[config.mk]
export PLATFORM = sky130hd
export DESIGN_NAME = fix_tag_value_stream_parser_top_flat
export DESIGN_NICKNAME = d
export VERILOG_FILES = /design/src/sv/ftv_pkg.sv /design/src/sv/ftv_byte_if.sv /design/src/sv/ftv_result_if.sv /design/src/sv/ftv_parse.sv /design/src/sv/ftv_out_stage.sv /design/src/sv/fix_tag_value_stream_parser_top.sv /design/src/flat_wrapper.sv
export SDC_FILE = /design/constraint.sdc
export NUM_CORES = 1
export LEC_CHECK = 0
export BUFFER_PORTS_ARGS = -buffer_cell sky130_fd_sc_hd__buf_2
export CORE_ASPECT_RATIO = 1.75
export CORE_MARGIN = 2
export CORE_UTILIZATION = 55
export CTS_CLUSTER_DIAMETER = 60
export DETAILED_ROUTE_END_ITERATION = 10
export PLACE_DENSITY = 0.76
export SLEW_MARGIN = 15
export SYNTH_ARGS = -nofsm -noshare
export SYNTH_HDL_FRONTEND = slang
export SYNTH_SLANG_ARGS = --single-unit
[constraint.sdc]
create_clock -name clk -period 4.4 [get_ports clk]
set_clock_uncertainty 0.05 [all_clocks]
set_input_delay 0.44 -clock clk [delete_from_list [all_inputs] [get_ports clk]]
set_output_delay 0.44 -clock clk [all_outputs]
set_load 0.005 [all_outputs]
[src/sv/ftv_pkg.sv]
`timescale 1ns / 1ps
package ftv_pkg;

	// Tag accumulator geometry
	localparam int TAG_DIGITS = 5;
	localparam int TAG_W      = 17;
	localparam int CNT_W      = 4;
	localparam int VPOS_W     = 3;
	localparam int VERSION_LEN = 7;

	// Stream bytes and tags of interest
	localparam logic [7:0] SEP_BYTE   = 8'h01;
	localparam logic [7:0] EQ_BYTE    = 8'h3D;
	localparam logic [7:0] DIGIT_LO   = 8'h30;
	localparam logic [7:0] DIGIT_HI   = 8'h39;
	localparam logic [TAG_W-1:0] TAG_BEGIN    = TAG_W'(8);
	localparam logic [TAG_W-1:0] TAG_MSGTYPE  = TAG_W'(35);
	localparam logic [TAG_W-1:0] TAG_CHECKSUM = TAG_W'(10);

	// Result kinds
	localparam logic [1:0] KIND_VALUE = 2'd0;
	localparam logic [1:0] KIND_END   = 2'd1;
	localparam logic [1:0] KIND_GOOD  = 2'd2;
	localparam logic [1:0] KIND_ERROR = 2'd3;

	// Error codes
	localparam logic [2:0] ERR_NONE     = 3'd0;
	localparam logic [2:0] ERR_BAD_TAG  = 3'd1;
	localparam logic [2:0] ERR_NO_VALUE = 3'd2;
	localparam logic [2:0] ERR_VERSION  = 3'd3;
	localparam logic [2:0] ERR_MSGTYPE  = 3'd4;

	typedef enum logic [1:0] {
		MODE_TAG   = 2'd0,
		MODE_VALUE = 2'd1,
		MODE_SKIP  = 2'd2
	} mode_t;

	typedef struct packed {
		logic [1:0]       kind;
		logic [TAG_W-1:0] field_tag;
		logic [7:0]       value_byte;
		logic [2:0]       error_code;
	} result_t;

	// Expected BeginString text "FIX.4.2"
	function automatic logic [7:0] version_char(input logic [VPOS_W-1:0] pos);
		logic [7:0] c;
		case (pos)
			3'd0: c = 8'h46; // F
			3'd1: c = 8'h49; // I
			3'd2: c = 8'h58; // X
			3'd3: c = 8'h2E; // .
			3'd4: c = 8'h34; // 4
			3'd5: c = 8'h2E; // .
			3'd6: c = 8'h32; // 2
			default: c = 8'h00;
		endcase
		return c;
	endfunction

endpackage

[src/sv/ftv_byte_if.sv]
`timescale 1ns / 1ps
interface ftv_byte_if;
	logic       valid;
	logic       ready;
	logic [7:0] data_byte;

	modport source (output valid, output data_byte, input ready);
	modport sink   (input valid, input data_byte, output ready);
endinterface

[src/sv/ftv_result_if.sv]
`timescale 1ns / 1ps
interface ftv_result_if;
	import ftv_pkg::*;

	logic             valid;
	logic             ready;
	logic [1:0]       kind;
	logic [TAG_W-1:0] field_tag;
	logic [7:0]       value_byte;
	logic [2:0]       error_code;

	modport source (output valid, output kind, output field_tag, output value_byte,
		output error_code, input ready);
	modport sink   (input valid, input kind, input field_tag, input value_byte,
		input error_code, output ready);
endinterface

[src/sv/ftv_parse.sv]
`timescale 1ns / 1ps
module ftv_parse (
	input  logic              clk,
	input  logic              arst_n,
	input  logic              step,
	input  logic [7:0]        data_byte,
	output logic              res_valid,
	output ftv_pkg::result_t  res
);
	import ftv_pkg::*;

	mode_t             mode_q, mode_d;
	logic [TAG_W-1:0]  tag_q, tag_d;
	logic [CNT_W-1:0]  cnt_q, cnt_d;
	logic [VPOS_W-1:0] vpos_q, vpos_d;
	logic              vmatch_q, vmatch_d;
	logic              vgood_q, vgood_d;
	logic              mt_seen_q, mt_seen_d;

	logic              is_digit;
	logic              is_sep;
	logic [TAG_W+3:0]  tag_x10;

	assign is_digit = (data_byte >= DIGIT_LO) && (data_byte <= DIGIT_HI);
	assign is_sep   = (data_byte == SEP_BYTE);
	// tag*10 + digit; digits 0x30..0x39 carry their value in the low nibble
	assign tag_x10  = {1'b0, tag_q, 3'b000} + {3'b000, tag_q, 1'b0}
		+ {(TAG_W)'(0), data_byte[3:0]};

	always_comb begin
		mode_d    = mode_q;
		tag_d     = tag_q;
		cnt_d     = cnt_q;
		vpos_d    = vpos_q;
		vmatch_d  = vmatch_q;
		vgood_d   = vgood_q;
		mt_seen_d = mt_seen_q;
		res_valid = 1'b0;
		res       = '{kind: KIND_VALUE, field_tag: tag_q, value_byte: 8'h00,
			error_code: ERR_NONE};

		case (mode_q)
			MODE_SKIP: begin
				if (is_sep) begin
					mode_d = MODE_TAG;
					tag_d  = '0;
					cnt_d  = '0;
				end
			end
			MODE_VALUE: begin
				if (!is_sep) begin
					if (tag_q == TAG_BEGIN) begin
						if (vpos_q < VPOS_W'(VERSION_LEN)) begin
							if (version_char(vpos_q) != data_byte)
								vmatch_d = 1'b0;
							vpos_d = vpos_q + VPOS_W'(1);
						end else begin
							vmatch_d = 1'b0;
						end
					end
					res_valid      = 1'b1;
					res.value_byte = data_byte;
				end else begin
					mode_d = MODE_TAG;
					tag_d  = '0;
					cnt_d  = '0;
					if (tag_q == TAG_BEGIN)
						vgood_d = vmatch_q && (vpos_q == VPOS_W'(VERSION_LEN));
					res_valid = 1'b1;
					if (tag_q == TAG_CHECKSUM) begin
						vgood_d   = 1'b0;
						mt_seen_d = 1'b0;
						if (!vgood_q) begin
							res.kind       = KIND_ERROR;
							res.error_code = ERR_VERSION;
						end else if (!mt_seen_q) begin
							res.kind       = KIND_ERROR;
							res.error_code = ERR_MSGTYPE;
						end else begin
							res.kind = KIND_GOOD;
						end
					end else begin
						res.kind = KIND_END;
					end
				end
			end
			default: begin
				// tag mode (unused code behaves the same)
				if (is_digit) begin
					if (cnt_q >= CNT_W'(TAG_DIGITS)) begin
						mode_d         = MODE_SKIP;
						res_valid      = 1'b1;
						res.kind       = KIND_ERROR;
						res.error_code = ERR_BAD_TAG;
					end else begin
						tag_d = tag_x10[TAG_W-1:0];
						cnt_d = cnt_q + CNT_W'(1);
					end
				end else if (data_byte == EQ_BYTE) begin
					if (cnt_q == '0) begin
						mode_d         = MODE_SKIP;
						res_valid      = 1'b1;
						res.kind       = KIND_ERROR;
						res.error_code = ERR_BAD_TAG;
					end else begin
						mode_d = MODE_VALUE;
						if (tag_q == TAG_BEGIN) begin
							vpos_d   = '0;
							vmatch_d = 1'b1;
						end
						if (tag_q == TAG_MSGTYPE)
							mt_seen_d = 1'b1;
					end
				end else if (is_sep) begin
					mode_d         = MODE_TAG;
					tag_d          = '0;
					cnt_d          = '0;
					res_valid      = 1'b1;
					res.kind       = KIND_ERROR;
					res.error_code = ERR_NO_VALUE;
				end else begin
					mode_d         = MODE_SKIP;
					res_valid      = 1'b1;
					res.kind       = KIND_ERROR;
					res.error_code = ERR_BAD_TAG;
				end
			end
		endcase
	end

	always_ff @(posedge clk or negedge arst_n) begin
		if (!arst_n) begin
			mode_q    <= MODE_TAG;
			tag_q     <= '0;
			cnt_q     <= '0;
			vpos_q    <= '0;
			vmatch_q  <= 1'b1;
			vgood_q   <= 1'b0;
			mt_seen_q <= 1'b0;
		end else if (step) begin
			mode_q    <= mode_d;
			tag_q     <= tag_d;
			cnt_q     <= cnt_d;
			vpos_q    <= vpos_d;
			vmatch_q  <= vmatch_d;
			vgood_q   <= vgood_d;
			mt_seen_q <= mt_seen_d;
		end
	end

endmodule

[src/sv/ftv_out_stage.sv]
`timescale 1ns / 1ps
module ftv_out_stage (
	input  logic             clk,
	input  logic             arst_n,
	input  logic             step,
	input  logic             res_valid,
	input  ftv_pkg::result_t res,
	output logic             take,
	ftv_result_if.source     result_out
);
	import ftv_pkg::*;

	logic    valid_q;
	result_t data_q;

	// Register can load when empty or when its word leaves this cycle
	assign take = !valid_q || result_out.ready;

	always_ff @(posedge clk or negedge arst_n) begin
		if (!arst_n)
			valid_q <= 1'b0;
		else if (take)
			valid_q <= step && res_valid;
	end

	always_ff @(posedge clk) begin
		if (take && step && res_valid)
			data_q <= res;
	end

	assign result_out.valid      = valid_q;
	assign result_out.kind       = data_q.kind;
	assign result_out.field_tag  = data_q.field_tag;
	assign result_out.value_byte = data_q.value_byte;
	assign result_out.error_code = data_q.error_code;

endmodule

[src/sv/fix_tag_value_stream_parser_top.sv]
`timescale 1ns / 1ps
// FIX tag=value stream parser.
// byte_in carries one stream byte per word (data_byte). result_out carries at
// most one word per byte: kind (value byte, field end, message good, error),
// field_tag, value_byte and error_code.
// Structure: input register -> parse logic with the parser state -> result
// register. With no stall one byte is taken every cycle. A byte accepted into
// the input register is parsed there, and its word is loaded into the result
// register when the parser steps on it. Bytes that cause no result (tag
// digits, the '=' closing a good tag, skipped bytes) just advance the parser
// state and leave the result register empty for that cycle.
// The rate is set by the single parse stage: all state updates for one byte
// are made in one parser step.
// When result_out stalls, the result register holds its word and the parser
// does not advance, since it only steps when the result register can load;
// the stall reaches byte_in.ready in the same cycle once the input register
// is full.
// Reset (arst_n low) empties both registers and puts the parser in tag mode
// with a cleared tag, no BeginString verdict and no MsgType seen.
module fix_tag_value_stream_parser_top (
	input  logic         clk,
	input  logic         arst_n,
	ftv_byte_if.sink     byte_in,
	ftv_result_if.source result_out
);
	import ftv_pkg::*;

	logic       valid_s1;
	logic [7:0] byte_s1;
	logic       take;
	logic       step;
	logic       res_valid;
	result_t    res;

	// parser consumes the held byte whenever the result register can load
	assign step          = valid_s1 && take;
	assign byte_in.ready = !valid_s1 || take;

	always_ff @(posedge clk or negedge arst_n) begin
		if (!arst_n)
			valid_s1 <= 1'b0;
		else if (byte_in.ready)
			valid_s1 <= byte_in.valid;
	end

	always_ff @(posedge clk) begin
		if (byte_in.ready && byte_in.valid)
			byte_s1 <= byte_in.data_byte;
	end

	ftv_parse u_parse (
		.clk       (clk),
		.arst_n    (arst_n),
		.step      (step),
		.data_byte (byte_s1),
		.res_valid (res_valid),
		.res       (res)
	);

	ftv_out_stage u_out (
		.clk        (clk),
		.arst_n     (arst_n),
		.step       (step),
		.res_valid  (res_valid),
		.res        (res),
		.take       (take),
		.result_out (result_out)
	);

endmodule

[src/flat_wrapper.sv]
// flat-port wrapper written by rule: the top's interface ports become plain ports
module fix_tag_value_stream_parser_top_flat import ftv_pkg::*;
  (clk, arst_n, byte_in_valid, byte_in_data_byte, byte_in_ready, result_out_valid, result_out_kind, result_out_field_tag, result_out_value_byte, result_out_error_code, result_out_ready);
  ftv_byte_if byte_in_i ();
  ftv_result_if result_out_i ();
  input  logic clk;
  input  logic arst_n;
  input wire logic [$bits(byte_in_i.valid)-1:0] byte_in_valid;
  input wire logic [$bits(byte_in_i.data_byte)-1:0] byte_in_data_byte;
  output wire logic [$bits(byte_in_i.ready)-1:0] byte_in_ready;
  output wire logic [$bits(result_out_i.valid)-1:0] result_out_valid;
  output wire logic [$bits(result_out_i.kind)-1:0] result_out_kind;
  output wire logic [$bits(result_out_i.field_tag)-1:0] result_out_field_tag;
  output wire logic [$bits(result_out_i.value_byte)-1:0] result_out_value_byte;
  output wire logic [$bits(result_out_i.error_code)-1:0] result_out_error_code;
  input wire logic [$bits(result_out_i.ready)-1:0] result_out_ready;
  assign byte_in_i.valid = byte_in_valid;
  assign byte_in_i.data_byte = byte_in_data_byte;
  assign byte_in_ready = byte_in_i.ready;
  assign result_out_valid = result_out_i.valid;
  assign result_out_kind = result_out_i.kind;
  assign result_out_field_tag = result_out_i.field_tag;
  assign result_out_value_byte = result_out_i.value_byte;
  assign result_out_error_code = result_out_i.error_code;
  assign result_out_i.ready = result_out_ready;
  fix_tag_value_stream_parser_top u_core (.clk(clk), .arst_n(arst_n), .byte_in(byte_in_i), .result_out(result_out_i));
endmodule
# After elaboration in Yosys (flattened, before gate mapping)
# Cells that the tools add are included.
# word_totals
reg_bits	69
latch_bits	0
ramBits	0
rom_bits	0
inputBits	12
mem_count	0
# op_classes
add_sub_neg	4
n_mul	0
div_mod_pow	0
order_cmp	4
eq_ne	26
n_shift	0
n_mux	72
n_bitwise	2
n_reduce_logical	25
# op_table
op	count
$mux W17	5
$pmux W7 S6	1
$mux W3	13
$eq A17 B4 Y1 const B	2
$mux W8	4
$mux W2	14
$mux W1	24
$reduce_and A8 Y1	3
$mux W4	5
$add A17 B17 Y17	1
$add A17 B4 Y17	1
$eq A17 B6 Y1 const B	1
$eq A3 B3 Y1 const B	4
$pmux W3 S2	2
$ne A3 B3 Y1 const B	3
$eq A8 B1 Y1 const B	1
$eq A8 B6 Y1 const B	1
$ge A8 B6 Y1 const B	1
$le A8 B6 Y1 const B	1
$ne A2 B2 Y1 const B	4
$ne A8 B8 Y1	1
$logic_and A1 B1 Y1	7
$eq A3 B2 Y1 const B	2
$ne A2 B1 Y1 const B	3
other kinds (19)	29

# Logic depth before layout (Yosys ltp)
# Gate-level depths: netlist of the first run.
# depth
word_depth	13
ltp_mapped	10
mapped_depth_nobuf	10

# Modules after synthesis
# Synthesis of the first run repeated with hierarchy kept, for this count alone.
# unflattened
hier_cells	363
hier_area_um2	3997.6
# by_module_without_submodules
mod	instances	cells_per_inst	area_each_um2
ftv_parse	1	315	2736.4
ftv_out_stage	1	35	960.9
fix_tag_value_stream_parser_top	1	13	300.3

# Worst setup path before layout of the first run
# No wires, ideal clock.
# synth_path
kind	reg2reg
start	register u_core.u_parse.tag_q[0]
end	register u_core.u_parse.tag_q[13]
arrival_time_ns	2.570
t_required_ns	4.228
setup_slack_ns	1.659
path_stages_with_launch	11
n_path_buf	0
path_cell_list	dfrtp_1 -> inv_1 -> fa_1 -> inv_1 -> ha_1 -> a211oi_1 -> o21ai_0 -> a41oi_1 -> o21bai_1 -> xor2_1 -> a32o_1
# synth_via
elab_chain_len	5
# synth_rtl
element	line	source
start, declared	ftv_parse.sv:13	logic [TAG_W-1:0] tag_q, tag_d;
start signal, assigned	ftv_parse.sv:142	tag_q <= tag_d;
$add A17 B17 Y17	ftv_parse.sv:27	assign tag_x10 = {1'b0, tag_q, 3'b000} + {3'b000, tag_q, 1'b0}
$add A17 B4 Y17	ftv_parse.sv:28	+ {(TAG_W)'(0), data_byte[3:0]};
$mux W17	ftv_parse.sv:90	if (cnt_q >= CNT_W'(TAG_DIGITS)) begin
$mux W17	ftv_parse.sv:89	if (is_digit) begin
$mux W17	-	
# Every way passes these cells. The select of a mux whose other input is x is not followed.
# A chain may end at the register's enable or synchronous reset.

# Final worst setup path of the first run
# layout_path
start	register u_core.byte_s1[3]
end	register u_core.u_parse.tag_q[13]
# layout_via
elab_chain_len	5
elab_cells_between_ends	14
cone_classes	add/sub: 1; order compare: 2; eq/ne: 4; mux: 5; reduce/logical: 2
# layout_rtl
element	line	source
start, declared	fix_tag_value_stream_parser_top.sv:29	logic [7:0] byte_s1;
start signal, assigned	fix_tag_value_stream_parser_top.sv:48	byte_s1 <= byte_in.data_byte;
branches (longest 5 deep; another with $add A17 B4 Y17)	-	
# Parallel ways; which one is timed is not known. The select of a mux whose other input is x is not followed.

==> impl_metrics.toml, run 1 <==
[outcome]
status = "finished clean"

[synth]
synthCells = 358
synth_cell_types = 63
yosys.area_share.adder_pct = 13.13
synth_compound_area_share_pct = 16.19
synth_fp_nets = 410
synth_top_family_by_area = "compound AO/OA/AOI/OAI gates"
synth-edff-count = 38
synth_flop_cell = "edfxtp_1"
syn_area_per_cell_um2 = 10.97
async_flop_share_pct = 44.93
synth_top_cells_by_area = "edfxtp_1 29%, dfrtp_1 19%, ha_1 12%"
synth_xor_area_share_pct = 3.346
synthSimpleGateAreaFrac_pct = 15.33
netlist.area_leader.share_pct = 29.06
muxShareOfSynthArea_pct = 0.2549
ys_top_cells_by_count = "38 x edfxtp_1, 38 x ha_1, 34 x nand2_1"
synth_area_mm2 = 0.003926
ys_seq_area_share_pct = 48.85
yosysWarnings = 0
ys_ff_latch = 69
yosysTopAreaCell = "edfxtp_1"

[clocking]
cts-root-buf = "clkbuf_16"
clkTransAtPathRegs_ns = 0.05
post_cts_buffers = 0
clk_path_buf_depth = 2
cts_hold_buf = 0
htree_levels = 3
cts_tree = "built"
ctsResizeCount = 0
cts_buffers = 9
clock_sinks = 69
clk_latency_ns = 0.34

[sta]
rsz0062_at_grt = "no"
tightest_slew_ns = 0.9424
worst_slack_ns = 1.274
finalSetupViolations = 0
hold_ws_ns = 0.1230
max_freq_ghz = 0.3199
hold_viol = 0
finalMaxSlewViolations = 0
slew_headroom_pct = 37.16
setup-tns-final_ns = 0
period_minus_slack_ns = 3.126
post-route-period-util_pct = 71.05

[detailed_routing]
wl_met1_um = 3389
wl_met3_um = 429
drtPass1Iterations = 5
highest_layer = "met4"
wl_met2_um = 4834
postRouteWirelength_um = 9045
drc = 0
drtIter0Drc = 320
final_antenna_net_count = 0
routed_via_density = 6.122
vias = 3018
wl_per_cell_um = 18.35

[grt]
grt_max_degree = 32
gr-total-overflow = 0
grt_pass1_vias = 3050
grt_usage_pct = 25.82
grt_pass1_wl_um = 14660
antenna_found_initial = 0

[floorplanning]
die-area_mm2 = 0.007857
fp.coreArea_mm2 = 0.006907
row_count = 40
die_y_um = 115.8
ioPinCount = 44
die_w_um = 67.87
initial_utilization_pct = 56.85

[power_and_ir_drop]
p_switching_uw = 325.3
p_comb_share_pct = 6.4
seqPwrFrac_pct = 49.4
p_leak_nw = 2.066
p_clk_share_pct = 44.3
p_int_mw = 1.134
vdd_ir_drop_max_mv = 0.2073
power_density_mw_per_mm2 = 326.4
swShare_pct = 22.29

[flow_run]
drv_cap = 0

[cells_and_area]
num_antenna_cells = 0
drive_gt1_share_pct = 16.63
fin_nets = 456
area_growth_pct = 13.89

[placement]
dpl_worst_slack_ns = 1.314
gp_congestion = 0.9277
portBuffers = 43
dp_hpwl_um = 6619

[critical_path]
endpoint_kind = "register"
cp_data_required_time_ns = 4.57
cp_max_fo = 6
start_kind = "register"
rrSetupSlack_ns = 1.27
path_class = "reg2reg"
crit_arrival_ns = 3.30

[worst_hold_path]
hold_class = "in2async"
## state kept, by name (all words and copies together) (netlist names)
name / flops
u_core.u_parse.tag_q: 17
u_core.u_parse.vmatch_q: 1
u_core.u_out.result_out.valid: 1
u_core.u_parse.cnt_q: 4
u_core.valid_s1: 1
u_core.u_parse.vgood_q: 1
u_core.u_out.result_out.value_byte: 8
u_core.byte_s1: 8
u_core.u_out.result_out.error_code: 3
u_core.u_parse.mt_seen_q: 1
u_core.u_out.result_out.kind: 2
u_core.u_parse.vpos_q: 3
u_core.u_parse.mode_q: 2
u_core.u_out.result_out.field_tag: 17
## metrics by stage
step	instance area [um^2]	utilization (%)	power (mW)	std cells
after floorplan	3926	-	0.7838	358
after global placement	4208	60.92	0.8209	477
after detailed placement	4208	60.92	0.8250	477
after CTS	4472	64.75	1.470	493
after global routing	4472	64.75	1.507	493
final	4472	64.75	1.460	493
## cells by family after synthesis
group,Yosys count
compound gates,94
buf+inv,27
xor+xnor,15
fa+ha+maj,40
mux,1
simple gates,112
flops,69
## cell type report
| cell class | instances | area, um^2 |
|---|---|---|
| Clock inverter | 2 | 10.01 |
| Timing Repair Buffer | 44 | 222.7 |
| Inverter | 18 | 67.56 |
| Sequential cell | 69 | 1918 |
| Clock buffer | 14 | 254.0 |
| Fill cell | 539 | 2435 |
| Tap cell | 84 | 105.1 |
| Multi-Input combinational cell | 262 | 1894 |
## layout by cell type (no fill, tap or decap), types with 10 or more instances in the layout
| cell type | count |
|---|---|
| buf_2 | 43 |
| ha_1 | 38 |
| edfxtp_1 | 38 |
| nand2_1 | 34 |
| dfrtp_1 | 30 |
| o21ai_0 | 28 |
| inv_1 | 18 |
| nor2_1 | 18 |
| a21oi_1 | 14 |
| and2_1 | 10 |
## layer usage
layer | up-vias | GRT usage, %
met1 | 1460 | 27.23
met4 | 0 | 14.53
met5 | - | 0
met2 | 107 | 46.41
li1 | 1422 | -
met3 | 29 | 4.951
## worst paths after layout
check,startpoint,endpoint,depth (start not counted)
setup / recovery,u_core.byte_s1[3],u_core.u_parse.tag_q[13],10
max in group asynchronous,arst_n,u_core.u_parse.vpos_q[2],1
hold / removal,arst_n,u_core.u_parse.tag_q[16],1
hold reg to reg,u_core.u_parse.mode_q[0],u_core.u_parse.mode_q[0],2
min in group clk,byte_in_data_byte[4],u_core.byte_s1[4],1
setup reg to reg,u_core.byte_s1[3],u_core.u_parse.tag_q[13],10
## worst max-delay path, stage by stage (launching register included)
cell and delay, ns:
edfxtp_1 0.46, inv_1 0.13, fa_1 0.56, inv_1 0.07, ha_1 0.31, a211oi_1 0.27, o21ai_0 0.18, a41oi_1 0.44
o21bai_1 0.15, xor2_1 0.15, a32o_1 0.25
## power groups by stage
stage                     logic [mW]  clock network, mW  registers (mW)
after floorplan               0.0566                  0           0.727
after global placement        0.0897                  0           0.731
after detailed placement      0.0931                  0           0.732
after CTS                     0.0934              0.656           0.720
after global routing           0.104              0.680           0.723
final                         0.0931              0.646           0.720
Power figures use the tool's default switching activity.
==> run 2, diff against run 1 <==
clock period = 3.1 ns   (was 4.4 ns; I/O delays follow)
==> impl_metrics.toml, run 2 (synthesis results as in run 1) <==
[outcome]
status = "finished, violations left"
failed_checks = "negative hold slack"

[clocking]
cts-root-buf = "clkbuf_16"
clock_sinks = 69
ctsResizeCount = 0
post_cts_buffers = 0
cts_hold_buf = 0
clkTransAtPathRegs_ns = 0.06
clk_latency_ns = 0.34
cts_buffers = 9
cts_tree = "built"
clk_path_buf_depth = 2
htree_levels = 3

[sta]
setup-tns-final_ns = 0
finalSetupViolations = 0
rsz0062_at_grt = "no"
finalMaxSlewViolations = 0
max_freq_ghz = 0.3491
slew_headroom_pct = 47.99
post-route-period-util_pct = 92.42
hold_viol = 2
period_minus_slack_ns = 2.865
hold_ws_ns = -0.004831
tightest_slew_ns = 0.7802

[cells_and_area]
final_common_cell = "buf_2"
area_growth_pct = 17.88
final_cell_mix = "43 x buf_2, 38 x ha_1, 38 x edfxtp_1, 34 x nand2_1, 30 x dfrtp_1"
num_antenna_cells = 0
drive_gt1_share_pct = 20.24
fillers = 515
fin_nets = 467

[critical_path]
startpoint = "u_core.u_parse.tag_q[0]"
start_kind = "register"
cp_data_required_time_ns = 3.27
endpoint_kind = "register"
path_class = "reg2reg"
cp_max_fo = 5
r2r_start = "u_core.u_parse.tag_q[0]"
crit_arrival_ns = 3.04

[detailed_routing]
routed_via_density = 6.026
drtPass1Iterations = 4
wl_per_cell_um = 18.57
final_antenna_net_count = 0
drc = 0
postRouteWirelength_um = 9357
vias = 3037
drtIter0Drc = 218

[grt]
use_met3_pct = 5.243
grt_pass1_vias = 3078
busiest_layer = "met2"
grt_max_degree = 32
use_met1_pct = 27.30
antenna_found_initial = 0
use_met2_pct = 47.12
grt_usage_pct = 26.30
gr-total-overflow = 0
grt_pass1_wl_um = 14860

[floorplanning]
die_w_um = 67.87
die-area_mm2 = 0.007857
row_count = 40
initial_utilization_pct = 56.85
die_y_um = 115.8
ioPinCount = 44
fp.coreArea_mm2 = 0.006907

[power_and_ir_drop]
vdd_ir_drop_max_mv = 0.3091
total_power_mw = 2.275
power_density_mw_per_mm2 = 491.6
p_leak_nw = 2.149

[placement]
portBuffers = 43
gp_congestion = 0.9253
dp_hpwl_um = 6863

[worst_hold_path]
hold_class = "in2async"

[flow_run]
drv_cap = 0
==> run 2: cell count changes in the layout (fill, tap and decap cells not counted) <==
cell and change:
a41oi_2 +1, clkbuf_1 -4, a211oi_1 -1, bufinv_16 +2
a211oi_2 +1, clkinvlp_4 +1, a41oi_1 -1, buf_4 +11
clkinv_4 +1
==> run 2: cell type report <==
| class | instances | area (um^2) | share of cell area [%] |
|---|---|---|---|
| flip-flops and latches | 69 | 1918 | 41.44 |
| inverters | 18 | 67.56 | 1.460 |
| clock buffers | 10 | 239.0 | 5.164 |
| repair buffers | 55 | 305.3 | 6.596 |
| well taps | 84 | 105.1 | 2.271 |
| multi-input cells | 262 | 1907 | 41.20 |
| clock inverters | 6 | 86.33 | 1.865 |
==> run 2: final timing paths <==
kind | endpoint | slack (ns) | cells past startpoint
setup / recovery | u_core.u_parse.tag_q[13] | 0.24 | 10
hold / removal | u_core.u_parse.tag_q[16] | -0.005 | 1
setup reg to reg | u_core.u_parse.tag_q[13] | 0.24 | 10
hold reg to reg | u_core.u_parse.mode_q[0] | 0.48 | 2
max in group asynchronous | u_core.u_parse.vpos_q[2] | 2.50 | 1
min in group clk | u_core.byte_s1[1] | 0.10 | 1
==> run 2: routing by layer <==
layer,up-vias,routed length (um)
li1,1444,-
met2,89,5234
met4,0,330
met3,27,336
met5,-,0
met1,1477,3456
==> run 2: through the flow <==
step	utilization, %	std cells	cell area (um^2)	hold slack [ns]	worst slack (ns)
2_1_floorplan	-	358	3926	-0.03559	0.3586
6_report	67.01	504	4628	-0.004831	0.2351
5_1_grt	67.01	504	4628	0.05574	0.04521
3_5_place_dp	62.12	488	4290	0.3815	0.1153
4_1_cts	66.83	504	4616	0.02487	0.08375
3_3_place_gp	62.12	488	4290	0.3810	0.1607
==> run 2: critical path, cell delays in order (launching register included) <==
cell,delay (ns)
dfrtp_1,0.40
inv_1,0.10
fa_1,0.60
inv_1,0.07
ha_1,0.32
a211oi_2,0.22
o21ai_0,0.17
a41oi_2,0.29
o21bai_1,0.13
xor2_1,0.15
a32o_1,0.26
==> run 2: power breakdown <==
| part | total, mW | switching, mW | internal (mW) |
|---|---|---|---|
| clock | 1.11 | 0.388 | 0.724 |
| combinational | 0.148 | 0.0901 | 0.0576 |
| sequential | 1.02 | 0.0188 | 0.997 |
==> run 3, diff against run 2 <==
ABC_AREA = 1   (was unset)
CORE_UTILIZATION = 54   (was 55)
PLACE_DENSITY = 0.77   (was 0.76)
clock period = 2.35 ns   (was 3.1 ns; I/O delays follow)
==> impl_metrics.toml, run 3 <==
[outcome]
status = "finished clean"

[sta]
tightest_slew_ns = 0.8143
hold_ws_ns = 0.02282
slew_headroom_pct = 45.71
period_minus_slack_ns = 2.239
post-route-period-util_pct = 95.29
finalMaxSlewViolations = 0
finalSetupViolations = 0
max_freq_ghz = 0.4466
rsz0062_at_grt = "yes"
hold_viol = 0

[cells_and_area]
final_common_cell = "nand2_1"
num_antenna_cells = 0
final_cell_mix = "167 x nand2_1, 70 x inv_1, 68 x nand3_1, 53 x nor2_1, 43 x buf_2"
fin_nets = 689
utilization_pct = 65.70
drive_gt1_share_pct = 18.85
area_growth_pct = 19.55

[detailed_routing]
final_antenna_net_count = 0
drc = 0
vias = 4138
postRouteWirelength_um = 11630
drtPass1Iterations = 6
wl_per_cell_um = 15.85
routed_via_density = 5.638
drtIter0Drc = 289

[synth]
async_flop_share_pct = 44.93
ys_ff_latch = 69
netlist.area_leader.share_pct = 25.14
synthCells = 565
synth_fp_nets = 617
yosysTopAreaCell = "edfxtp_1"
synth-edff-count = 38
syn_area_per_cell_um2 = 8.032
ys_top_cells_by_count = "170 x nand2_1, 73 x inv_1, 71 x nand3_1"
ys_seq_area_share_pct = 42.27
synth_cell_types = 34
yosysWarnings = 0
synth_top_cells_by_area = "edfxtp_1 25%, dfrtp_1 17%, nand2_1 14%"
synth_area_mm2 = 0.004538
synth_flop_cell = "edfxtp_1"
post-synth-top-count-cell = "nand2_1"

[floorplanning]
row_count = 44
initial_utilization_pct = 54.95
fp.coreArea_mm2 = 0.008258
die-area_mm2 = 0.009182
die_w_um = 73.30
die_y_um = 125.3
ioPinCount = 44

[grt]
grt_usage_pct = 27.01
grt_pass1_vias = 4220
grt_max_degree = 32
antenna_found_initial = 0
grt_pass1_wl_um = 19030
gr-total-overflow = 0

[worst_hold_path]
worstHoldStart = "byte_in_data_byte[5]"
worstHoldEndpoint = "u_core.byte_s1[5]"
min_path_cells = 1
hold_class = "in2reg"

[power_and_ir_drop]
p_switching_mw = 2.134
power_density_mw_per_mm2 = 1073
seqPwrFrac_pct = 34.3
p_clk_share_pct = 26.6
total_power_mw = 5.819
p_int_mw = 3.685
p_leak_nw = 2.820
vdd_ir_drop_max_mv = 0.6823
p_comb_share_pct = 39.2
swShare_pct = 36.67

[critical_path]
endpoint_kind = "register"
cp_data_required_time_ns = 2.53
cp_max_fo = 4
rrSetupSlack_ns = 0.11
rr_worst_depth = 11
start_kind = "register"
r2r_start = "u_core.u_parse.tag_q[0]"
r2r_end = "u_core.u_parse.tag_q[9]"
path_class = "reg2reg"
crit_slowest_cell = "fa_1"
crit_chain = "inv_2 > fa_1 > inv_1 > ha_1 > nand3_2 > nand2_2 > nand2_1 > nand3_1 > or2_4 > nand3_1 > nand2_1"
crit_arrival_ns = 2.42
cpPeakStageDelay_ns = 0.59

[clocking]
clk_path_buf_depth = 2
clkTransAtPathRegs_ns = 0.06
cts_tree = "built"
htree_levels = 3
cts-root-buf = "clkbuf_16"
clock_sinks = 69
cts_buffers = 9
clk_latency_ns = 0.34

[placement]
dp_hpwl_um = 8749
gp_congestion = 0.9724
portBuffers = 43

[flow_run]
drv_cap = 0
-- run 3: changes by cell type after synthesis, moves of 9 or more --
cell | previous run | this run
nand3_1 | 9 | 71
nor2_1 | 18 | 54
inv_1 | 18 | 73
and2_1 | 10 | 1
o21ai_0 | 28 | 10
nand4_1 | 7 | 16
nand2_1 | 34 | 170
-- run 3: power groups by stage --
stage / clock network (mW) / registers, mW / logic (mW)
after CTS: 1.55 / 1.99 / 2.16
after global routing: 1.60 / 2.03 / 2.55
after detailed placement: 0 / 2.01 / 2.14
after global placement: 0 / 1.99 / 2.08
after floorplan: 0 / 2.01 / 1.31
final: 1.55 / 1.99 / 2.28
-- run 3: layout make-up --
type                            instances  area (um^2)
Clock buffer                            9        225.2
Clock inverter                          7        113.9
Fill cell                             676         2833
Inverter                               78        297.8
Multi-Input combinational cell        412         2344
Sequential cell                        69         1919
Tap cell                               92        115.1
Timing Repair Buffer                   67        410.4
-- run 3: through the flow --
step | setup TNS (ns) | worst slack (ns) | area, um^2 | std cells
floorplan | 0 | 0.003380 | 4538 | 565
global placement | 0 | 0.08332 | 4984 | 715
detailed placement | 0 | 0.006182 | 4984 | 715
CTS | 0 | 0.01843 | 5335 | 732
global route | -0.1265 | -0.08030 | 5425 | 734
finish | 0 | 0.1107 | 5425 | 734
-- run 3: how the worst max path moves through the flow --
stage | to | from | slack [ns]
global placement | u_core.u_parse.tag_q[9] | u_core.u_parse.tag_q[0] | 0.08
CTS | u_core.u_parse.tag_q[9] | u_core.byte_s1[3] | 0.02
finish | u_core.u_parse.tag_q[9] | u_core.u_parse.tag_q[0] | 0.11
global route | u_core.u_parse.tag_q[16] | u_core.u_parse.tag_q[1] | -0.08
detailed placement | u_core.u_parse.tag_q[9] | u_core.u_parse.tag_q[0] | 0.006
floorplan | u_core.u_out.result_out.error_code[0] | u_core.byte_s1[1] | 0.003
-- run 3: per-layer routing --
layer  GRT usage, %  routed length (um)
met1          26.68                4070
met2          50.56                6505
met3          4.190                 473
met4          15.40                 582
met5              0                   0
-- run 3: worst max-delay path, delay by kind of cell (launching register included) --
family / cells / cell delay [ns]
DFF: 1 / 0.35
buffers and inverters: 2 / 0.12
adders and majority gates: 2 / 0.89
and+or+nand+nor: 7 / 0.71
-- run 3: timing repair --
action                                  CTS  global route
hold buffers                              1             0
endpoints found under the setup margin    1            13
hold endpoints to repair                 30             0
buffers inserted                          0             2
pin swaps                                 1             4
gates resized for setup                   1            20
-- run 3: cell families (layout without fill, tap and decap cells) --
kind of cell / Yosys count / after routing / share of synthesized area, %
AOI/OAI and AO/OA: 28 / 28 / 3.557
xor gates and xnor gates: 9 / 9 / 1.737
adders and majority gates: 40 / 40 / 11.36
buffers and inverters: 84 / 161 / 7.775
DFF: 69 / 69 / 42.27
and+or+nand+nor: 335 / 335 / 33.31
